## src/design/a64ex_pkg.sv

```systemverilog
package a64ex_pkg;

  localparam int XLEN     = 64;
  localparam int ILEN     = 32;
  localparam int NREGS    = 32;
  localparam int RIDX_W   = 5;
  localparam int STATUS_W = 2;
  localparam int TDATA_W  = 144;

  localparam logic [STATUS_W-1:0] ST_OK        = 2'd0;
  localparam logic [STATUS_W-1:0] ST_UNHANDLED = 2'd1;
  localparam logic [STATUS_W-1:0] ST_HALTED    = 2'd2;

  localparam logic [5:0] OP_ADDSUB_IMM = 6'b100010;
  localparam logic [4:0] OP_BRANCH     = 5'b00101;

  localparam logic [RIDX_W-1:0] REG_LINK = 5'd30;
  localparam logic [RIDX_W-1:0] REG_SP   = 5'd31;

  localparam logic [XLEN-1:0] MASK32 = 64'h0000_0000_FFFF_FFFF;
  localparam logic [XLEN-1:0] PC_STEP = 64'd4;

  typedef struct packed {
    logic              n;
    logic              z;
    logic              c;
    logic              v;
  } flags_t;

  typedef struct packed {
    logic [STATUS_W-1:0] status;
    logic [XLEN-1:0]     next_pc;
    flags_t              flags;
    logic                reg_written;
    logic [RIDX_W-1:0]   reg_index;
    logic [XLEN-1:0]     reg_value;
  } result_t;

endpackage

```

## src/design/a64ex_regfile.sv

```systemverilog
module a64ex_regfile (
  input  logic                          clk,
  input  logic                          rst,
  input  logic                          rd_en,
  input  logic [a64ex_pkg::RIDX_W-1:0]  rd_addr,
  output logic [a64ex_pkg::XLEN-1:0]    rd_data,
  input  logic                          wr_en,
  input  logic [a64ex_pkg::RIDX_W-1:0]  wr_addr,
  input  logic [a64ex_pkg::XLEN-1:0]    wr_data
);
  import a64ex_pkg::*;

  logic [XLEN-1:0]  mem [NREGS];
  logic [NREGS-1:0] valid;
  logic [XLEN-1:0]  mem_q;
  logic             vld_q;
  logic             byp_hit;
  logic [XLEN-1:0]  byp_val;

  always_ff @(posedge clk) begin
    if (wr_en) begin
      mem[wr_addr] <= wr_data;
    end
    if (rd_en) begin
      mem_q   <= mem[rd_addr];
      byp_val <= wr_data;
    end
  end

  // valid bits stand in for the all-zero reset contents
  always_ff @(posedge clk) begin
    if (rst) begin
      valid   <= '0;
      vld_q   <= 1'b0;
      byp_hit <= 1'b0;
    end else begin
      if (wr_en) begin
        valid[wr_addr] <= 1'b1;
      end
      if (rd_en) begin
        vld_q   <= valid[rd_addr];
        byp_hit <= wr_en && (wr_addr == rd_addr);
      end
    end
  end

  // write in the same cycle as the read is forwarded
  assign rd_data = byp_hit ? byp_val : (vld_q ? mem_q : '0);

endmodule

```

## src/design/a64ex_exec.sv

```systemverilog
module a64ex_exec (
  input  logic [a64ex_pkg::ILEN-1:0] instr,
  input  logic [a64ex_pkg::XLEN-1:0] rn_data,
  input  logic [a64ex_pkg::XLEN-1:0] pc,
  input  a64ex_pkg::flags_t          flags,
  input  logic                       halted,
  output a64ex_pkg::result_t         res
);
  import a64ex_pkg::*;

  logic            sf;
  logic            sub;
  logic            setf;
  logic [XLEN-1:0] mask;
  logic [XLEN-1:0] imm;
  logic [XLEN-1:0] a;
  logic [XLEN-1:0] b;
  logic [XLEN:0]   sum;
  logic [XLEN-1:0] alu;
  logic            carry;
  logic [XLEN-1:0] ovf_vec;
  logic            top_n;
  logic            top_v;
  logic [XLEN-1:0] pc_inc;
  logic [XLEN-1:0] br_off;
  logic [XLEN-1:0] br_target;

  always_comb begin
    sf   = instr[31];
    sub  = instr[30];
    setf = instr[29];
    mask = sf ? '1 : MASK32;
    imm  = instr[22] ? {40'd0, instr[21:10], 12'd0} : {52'd0, instr[21:10]};
    a    = rn_data & mask;
    b    = sub ? (~imm & mask) : imm;
    sum  = {1'b0, a} + {1'b0, b} + {{XLEN{1'b0}}, sub};
    alu  = sum[XLEN-1:0] & mask;
    carry = sf ? sum[XLEN] : sum[32];
    ovf_vec = (a ^ alu) & (b ^ alu);
    top_n = sf ? alu[63] : alu[31];
    top_v = sf ? ovf_vec[63] : ovf_vec[31];
    pc_inc = pc + PC_STEP;
    br_off = {{36{instr[25]}}, instr[25:0], 2'b00};
    br_target = pc + br_off;

    res.status      = ST_OK;
    res.next_pc     = pc;
    res.flags       = flags;
    res.reg_written = 1'b0;
    res.reg_index   = '0;
    res.reg_value   = '0;

    if (halted) begin
      res.status = ST_HALTED;
    end else if (instr[28:23] == OP_ADDSUB_IMM) begin
      res.next_pc = pc_inc;
      if (setf) begin
        res.flags.n = top_n;
        res.flags.z = (alu == '0);
        res.flags.c = carry;
        res.flags.v = top_v;
      end
      // flag-setting write to the stack pointer slot is a compare
      if (!(setf && instr[4:0] == REG_SP)) begin
        res.reg_written = 1'b1;
        res.reg_index   = instr[4:0];
        res.reg_value   = alu;
      end
    end else if (instr[30:26] == OP_BRANCH) begin
      res.next_pc = br_target;
      if (instr[31]) begin
        res.reg_written = 1'b1;
        res.reg_index   = REG_LINK;
        res.reg_value   = pc_inc;
      end
    end else begin
      res.status = ST_UNHANDLED;
    end
  end

endmodule

```

## src/design/aarch64_addsub_imm_branch_executor.sv

```systemverilog
// AArch64 ADD/SUB/ADDS/SUBS immediate and B/BL executor.
// s_* carries one 32-bit instruction word per transfer; m_* returns one
// result per instruction: m_tuser is the status (executed, unhandled,
// halted), m_tdata the next pc, NZCV and the register write.
// cfg_wr_en with cfg_wr_data loads the program counter; write only while
// the block holds no instruction.
// The general registers live in a 32x64 synchronous RAM read when the
// instruction is accepted into the execute register; the combinational
// execute result then lands in the output register, which drives m_tvalid
// and holds the result until it transfers.
// A write-back in the cycle of a dependent read is forwarded, so one
// instruction per cycle is sustained while m_tready stays high.
// Reset clears the registers (through per-entry valid bits), flags, halt
// and pc (to zero).
// When the receiver stalls, one result waits at the output and one
// instruction in execute; then s_tready drops.
// After an unhandled encoding every further instruction returns halted.
module aarch64_addsub_imm_branch_executor (
  input  logic                          clk,
  input  logic                          rst,
  input  logic                          cfg_wr_en,
  input  logic [a64ex_pkg::XLEN-1:0]    cfg_wr_data,    // start_address
  input  logic                          s_tvalid,
  output logic                          s_tready,
  input  logic [a64ex_pkg::ILEN-1:0]    s_tdata,        // instruction
  output logic                          m_tvalid,
  input  logic                          m_tready,
  // next_pc, flag_n, flag_z, flag_c, flag_v, reg_written, reg_index, reg_value, pad
  output logic [a64ex_pkg::TDATA_W-1:0] m_tdata,
  output logic [a64ex_pkg::STATUS_W-1:0] m_tuser        // status
);
  import a64ex_pkg::*;

  logic            ex_valid;
  logic [ILEN-1:0] ex_instr;
  logic            advance;
  logic            accept;
  logic [XLEN-1:0] rn_data;
  logic [XLEN-1:0] pc;
  flags_t          flags;
  logic            halted;
  result_t         ex_res;
  result_t         out_res;
  logic            out_valid;

  assign advance  = ex_valid && (!out_valid || m_tready);
  assign s_tready = !ex_valid || advance;
  assign accept   = s_tvalid && s_tready;

  a64ex_regfile u_rf (
    .clk     (clk),
    .rst     (rst),
    .rd_en   (accept),
    .rd_addr (s_tdata[9:5]),
    .rd_data (rn_data),
    .wr_en   (advance && ex_res.reg_written),
    .wr_addr (ex_res.reg_index),
    .wr_data (ex_res.reg_value)
  );

  a64ex_exec u_exec (
    .instr   (ex_instr),
    .rn_data (rn_data),
    .pc      (pc),
    .flags   (flags),
    .halted  (halted),
    .res     (ex_res)
  );

  always_ff @(posedge clk) begin
    if (accept) begin
      ex_instr <= s_tdata;
    end
    if (advance) begin
      out_res <= ex_res;
    end
  end

  always_ff @(posedge clk) begin
    if (rst) begin
      ex_valid  <= 1'b0;
      out_valid <= 1'b0;
      pc        <= '0;
      flags     <= '0;
      halted    <= 1'b0;
    end else begin
      if (accept) begin
        ex_valid <= 1'b1;
      end else if (advance) begin
        ex_valid <= 1'b0;
      end
      if (advance) begin
        out_valid <= 1'b1;
      end else if (m_tready) begin
        out_valid <= 1'b0;
      end
      if (cfg_wr_en) begin
        pc <= cfg_wr_data;
      end else if (advance) begin
        pc <= ex_res.next_pc;
      end
      if (advance) begin
        flags <= ex_res.flags;
        if (ex_res.status == ST_UNHANDLED) begin
          halted <= 1'b1;
        end
      end
    end
  end

  assign m_tvalid = out_valid;
  assign m_tuser  = out_res.status;
  assign m_tdata  = {6'd0, out_res.reg_value, out_res.reg_index, out_res.reg_written,
                     out_res.flags.v, out_res.flags.c, out_res.flags.z, out_res.flags.n,
                     out_res.next_pc};

endmodule

```

## config.mk

```make
export PLATFORM = sky130hd
export DESIGN_NAME = aarch64_addsub_imm_branch_executor
export DESIGN_NICKNAME = d
export VERILOG_FILES = /design/src/design/a64ex_pkg.sv /design/src/design/a64ex_regfile.sv /design/src/design/a64ex_exec.sv /design/src/design/aarch64_addsub_imm_branch_executor.sv
export SDC_FILE = /design/constraint.sdc
export NUM_CORES = 2
export LEC_CHECK = 0
export ABC_AREA = 1
export BUFFER_PORTS_ARGS = -buffer_cell sky130_fd_sc_hd__buf_2
export CAP_MARGIN = 40
export CELL_PAD_IN_SITES_DETAIL_PLACEMENT = 2
export CELL_PAD_IN_SITES_GLOBAL_PLACEMENT = 2
export CORE_UTILIZATION = 43
export DETAILED_ROUTE_END_ITERATION = 12
export GPL_ROUTABILITY_DRIVEN = 0
export HOLD_SLACK_MARGIN = 0.03
export PLACE_DENSITY = 0.79
export SLEW_MARGIN = 10
export SYNTH_ARGS = -nofsm -noshare
export SYNTH_HDL_FRONTEND = slang
export SYNTH_SLANG_ARGS = --single-unit
```

## constraint.sdc

```tcl
create_clock -name clk -period 7.9 [get_ports clk]
set_input_delay 0.395 -clock clk [delete_from_list [all_inputs] [get_ports clk]]
set_output_delay 0.395 -clock clk [all_outputs]
set_load 0.02 [all_outputs]
```

---- After elaboration in Yosys (flattened, before gate mapping) ----
Memories as Yosys holds them, arrays and structs flattened. A register that Yosys moved wholly into a read port is not among the register bits.
Index checks and enable logic that the tools add are counted.
word-level totals
  word-level logic and storage cells ...... 90
  register bits after elaboration ......... 341
  input bits .............................. 101
  memories kept ........................... 1
  bits in writable memories ............... 2048
operators by class
  reduce and logical (&&, ||, !) cells .... 15
  muxes and demuxes ....................... 32
  bitwise operators ....................... 8
  magnitude comparators ................... 3
  add/subtract/negate cells ............... 4
  equality and inequality tests ........... 5
memories
  memory    words  bits a word  read ports  clocked after Yosys merged registers in  write ports  RTL line             source
  u_rf.mem  32     64           1           1                                        1            a64ex_regfile.sv:13  logic [XLEN-1:0] mem [NREGS];
operators with widths
  cell                                                                   count
  64-bit two-way mux                                                     8
  70-bit two-way mux                                                     4
  64-bit bitwise AND                                                     4
  138-bit two-way mux                                                    1
  64-bit bitwise XOR                                                     2
  64-bit by 64-bit adder with 65-bit output                              1
  65-bit by 1-bit adder with 65-bit output                               1
  64-bit by 3-bit adder with 64-bit output, second input constant        1
  64-bit adder                                                           1
  64-bit logical NOT                                                     1
  64-bit inverter                                                        1
  32-bit OR                                                              1
  24-bit two-way mux                                                     1
  5-bit by 6-bit < comparator with 1-bit output, second input constant   2
  1-bit two-way mux                                                      12
  4-bit two-way mux                                                      2
  6-bit equality test, second input constant                             1
  1-bit logical AND                                                      6
  2-bit nonzero test                                                     3
  1-bit binary-select mux with 5-bit select                              1
  1-bit demux with 5-bit select                                          1
  5-bit by 3-bit equality test with 1-bit output, second input constant  1
  5-bit equality test                                                    1
  5-bit equality test, second input constant                             1
  other kinds (6)                                                        9

---- Depth between registers and ports, before layout ----
  depth in word-level cells ............... 18
  mapped depth ............................ 28
  depth with buffers taken out ............ 28

---- By module ----
From an unflattened synthesis, not the netlist that was laid out.
second synthesis, totals
  cell total of the unflattened synthesis .. 10750
  area, all modules ....................... 111165.4 µm²
modules (own cells, without submodules)
  module                              cells each  instances  area each (µm²)
  a64ex_regfile                       6819        1          86794.5
  a64ex_exec                          3091        1          15250.9
  aarch64_addsub_imm_branch_executor  840         1          9120.0

---- Least setup slack after synthesis ----
Ideal clock, no wire load.
  path type ............................... register to register
  start ................................... register ex_instr[25]
  end ..................................... memory u_rf.mem[11][0], enable pin
  arrival ................................. 5.026 ns
  clock period less this slack ............ 5.514 ns
  library setup time ...................... 0.488 ns
  setup slack ............................. 2.386 ns
  path buffers ............................ 1
  stages on the path, launching flop included .. 14
  cells stage by stage .................... edfxtp_1 > inv_1 > nand2_1 > nor2_1 > nand2_1 > clkbuf_1 > nor2_1 > nor2_1 > inv_1 > nor3_1 > inv_1 > nor2_1 > inv_1 > nor2_1
RTL lines
  element                   RTL line                                  source
  start: declaration        aarch64_addsub_imm_branch_executor.sv:35  logic [ILEN-1:0] ex_instr;
  start signal: assignment  aarch64_addsub_imm_branch_executor.sv:72  ex_instr <= s_tdata;
  end: declaration          a64ex_regfile.sv:13

==> out/qor.yml <==
run_status:
  status: "finished clean"
floorplan:
  die-height_um: 502
  rows: 183
  initial_core_util: 0.432
  ios: 249
  dieArea_sq_mm: 0.252
  die_w_um: 502
  core_region_area_sq_mm: 0.249
global_route:
  grt-ovfl-total: 0
  grt_max_degree: 178
  grt_pass1_vias: 95800
  use_met1: 0.493
  grt_pass1_wl_mm: 732
  track_usage: 0.409
  busiest_layer: "met2"
  globalRouteMet3Util: 0.0902
  met2_usage: 0.657
  antenna_found_initial: 50
power:
  peakVddDrop_uv: 297
  p_comb_frac: 0.087
  p_int_uw: 22300
  p_clk_frac: 0.441
  p_sw_frac: 0.266
  switchingPower_uw: 8090
  p_per_area_mw_per_mm2: 245
  p_leak_uw: 0.0448
  seqPwrFrac: 0.472
layout:
  nNetsFinal: 10300
  num-fill-cells: 24600
  instances_no_fill: 13600
  syn_to_final_growth_pct: 15.5
  drive_above_1_share: 0.0966
sta:
  fmax_mhz: 175
  tns_ns: 0
  period_share: 0.725
  maxSlewViolCount: 0
  hold_viol: 0
  rsz0062_at_grt: "false"
  slew_headroom: 0.179
  fin_crit_ns: 5.73
  setup_viol: 0
  clock_skew_ns: 0.109
  worst_slew_pin_slew_ns: 1.23
logic_synthesis:
  netlist_instances: 9720
  synth_edf_count: 2348
  postSynthAreaPerCell_sq_um: 11.1
  synth_common_cells: "edfxtp_1 (2348), nor2_1 (1707), o21ai_0 (1475)"
  yosys-top-cells-area: "edfxtp_1 (66%), o21ai_0 (6.9%), nor2_1 (6.0%)"
  async_reset_ff_frac: 0
  synth_seq_area_share: 0.675
  synth_top_flop_cell: "edfxtp_1"
  synthesis.area_sq_mm: 0.108
  synth_seq_cells: 2453
  yosys_warnings: 0
  yosys.area.top_type: "edfxtp_1"
  ys_types: 61
  synth.top_cell.area_share: 0.656
  post-synth-top-count-cell: "edfxtp_1"
routing:
  drtIter0Drc: 12300
  drc: 0
  drtPass1Iterations: 7
  vias_per_cell: 6.71
  totalWireLength_mm: 532
  final_antenna_net_count: 0
  wl_per_cell_um: 39.2
  via_count: 91100
worst_setup_path:
  cp.arrival_ns: 6.43
  setup.worst_path.class: "register to register"
  worstSetupStartpointType: "register"
  required_ns: 8.60
  worst-path-max-fanout: 34
  critPathSlowestCell: "buf_4"
  max_stage_delay_ns: 0.49
  reg2reg_depth: 17
  ff2ff_setup_slack_ns: 2.17
  endpoint_kind: "register"
  crit_chain: "buf_4, inv_2, buf_4, a21oi_1, ha_1, a21oi_1, o21ai_0, a21oi_1, nor2_1, nor3_1, o21ai_0, o21ai_0, nand3_1, inv_1, nor2_1, a311oi_4, buf_4"
  r2r_end: "u_rf.mem[15][63]"
  reg2reg_from: "ex_instr[31]"
hold_path:
  worstHoldStart: "s_tdata[9]"
  holdPathStages: 1
  worst_hold_path_type: "input port to register"
  min_to: "ex_instr[9]"
flow_run:
  drv_cap: 0
clock_tree:
  clock-sinks: 2453
  insertion_delay_ns: 1.04
  h-tree-depth: 5
  cts_tree: "yes"
  numCtsBuffers: 287
  clk_path_buf_depth: 4
  cts_setup_buffers: 0
  clk_pin_slew_ns: 0.07
  cts_root_buf: "clkbuf_16"
place:
  place_inst: 13000
  post-dp-hpwl_mm: 303
  numPortBuffers: 242
[cells in the final DEF (no fill, tap or decap), types with 12 or more instances in the layout]
cell type	n
nor2_4	37
buf_16	20
o31ai_1	17
o221ai_1	47
o21bai_1	25
dfxtp_1	103
nand4_1	39
inv_1	481
clkbuf_16	296
bufinv_16	17
buf_12	56
a31oi_1	41
clkinv_1	58
o21a_1	28
nor3_1	61
buf_4	158
xnor2_1	19
xor2_1	109
nand3b_1	26
o21ai_0	1475
o22ai_1	568
o21ai_1	33
a21o_1	14
edfxtp_1	2348
clkbuf_1	61
nand3_1	177
nand2_1	1137
ha_1	125
a22o_1	31
a21oi_1	337
nor2_1	1671
a221oi_1	36
clkinv_2	36
buf_2	238
nor4_1	12
dlygate4sd3_1	107
[stage by stage]
| step | power [uW] | util | hold WS [ns] | worst slack [ns] | area (sq um) |
|---|---|---|---|---|---|
| floorplan | 15900 | - | 0.403 | 2.39 | 108000 |
| global placement | 16900 | 0.456 | 0.441 | 2.76 | 113000 |
| detailed placement | 17000 | 0.459 | 0.448 | 2.09 | 114000 |
| CTS | 30200 | 0.498 | 0.0415 | 1.84 | 124000 |
| global route | 30800 | 0.499 | 0.0747 | 2.21 | 124000 |
| finish | 30400 | 0.499 | 0.0828 | 2.17 | 124000 |
[routing by layer]
| metal | vias up | routed length [um] |
|---|---|---|
| li1 | 35700 | - |
| met1 | 46800 | 188000 |
| met2 | 6508 | 246000 |
| met3 | 2052 | 54600 |
| met4 | 30 | 42200 |
| met5 | - | 190 |
[worst max-delay path: cells and delay by family (launching register included)]
kind	cells	cell delay, ns
buf+inv	5	1.95
compound gates	7	1.77
simple gates	4	0.79
fa+ha+maj	1	0.49
flops	1	0.39
[cell families (layout without fill, tap and decap cells)]
kind of cell | Yosys count | count (layout) | share of synthesized area
XOR/XNOR | 128 | 128 | 0.0104
AO/OA/AOI/OAI | 2744 | 2744 | 0.143
other | 1 | 15 | 0.0000349
AND/OR/NAND/NOR | 3208 | 3208 | 0.119
buffers and inverters | 1059 | 1571 | 0.0373
flip-flops | 2453 | 2453 | 0.675
adder cells (fa/ha/maj) | 127 | 127 | 0.0149
[timing repair]
item                                    4_1_cts  5_1_grt
endpoints found under the hold margin       115        0
endpoints found under the setup margin        0        0
gates resized for setup                       0        0
hold buffers                                107        0
[flip-flops by register name, summed over array words and instances, names as in the netlist, 2 cells and up]
| name | cells |
|---|---|
| m_tdata | 138 |
| flags | 4 |
| u_rf.mem_q | 64 |
| u_rf.valid | 32 |
| pc | 64 |
| u_rf.mem | 2048 |
| m_tuser | 2 |
| ex_instr | 32 |
| u_rf.byp_val | 64 |
[worst max path at each step]
stage	start	endpoint	slack (ns)	cells after the start
floorplan	ex_instr[25]	u_rf.mem[11][0]	2.39	13
global placement	u_rf.byp_hit	m_tdata[128]	2.76	21
detailed placement	u_rf.vld_q	u_rf.mem[30][60]	2.09	15
CTS	u_rf.vld_q	u_rf.mem[9][60]	1.84	15
global route	ex_instr[31]	u_rf.mem[4][63]	2.21	17
finish	ex_instr[31]	u_rf.mem[15][63]	2.17	17
[area by class of cell]
class	instances	area, sq um	share of cell area
Timing Repair Buffer	585	5210	0.0419
Sequential cell	2453	72600	0.585
Inverter	500	1920	0.0155
Multi-Input combinational cell	6213	31500	0.253
Antenna cell	9	22.5	0.000181
Clock buffer	363	7720	0.0622
Clock inverter	123	1030	0.00832
Tap cell	3330	4170	0.0336
[power by group through the flow]
stage	sequential (uW)	clock [uW]	combinational [uW]
global route	14400	13700	2740
detailed placement	14600	0	2410
global placement	14600	0	2250
floorplan	14600	0	1350
finish	14400	13400	2640
CTS	14300	13300	2530
Power figures use the tool's default switching activity.
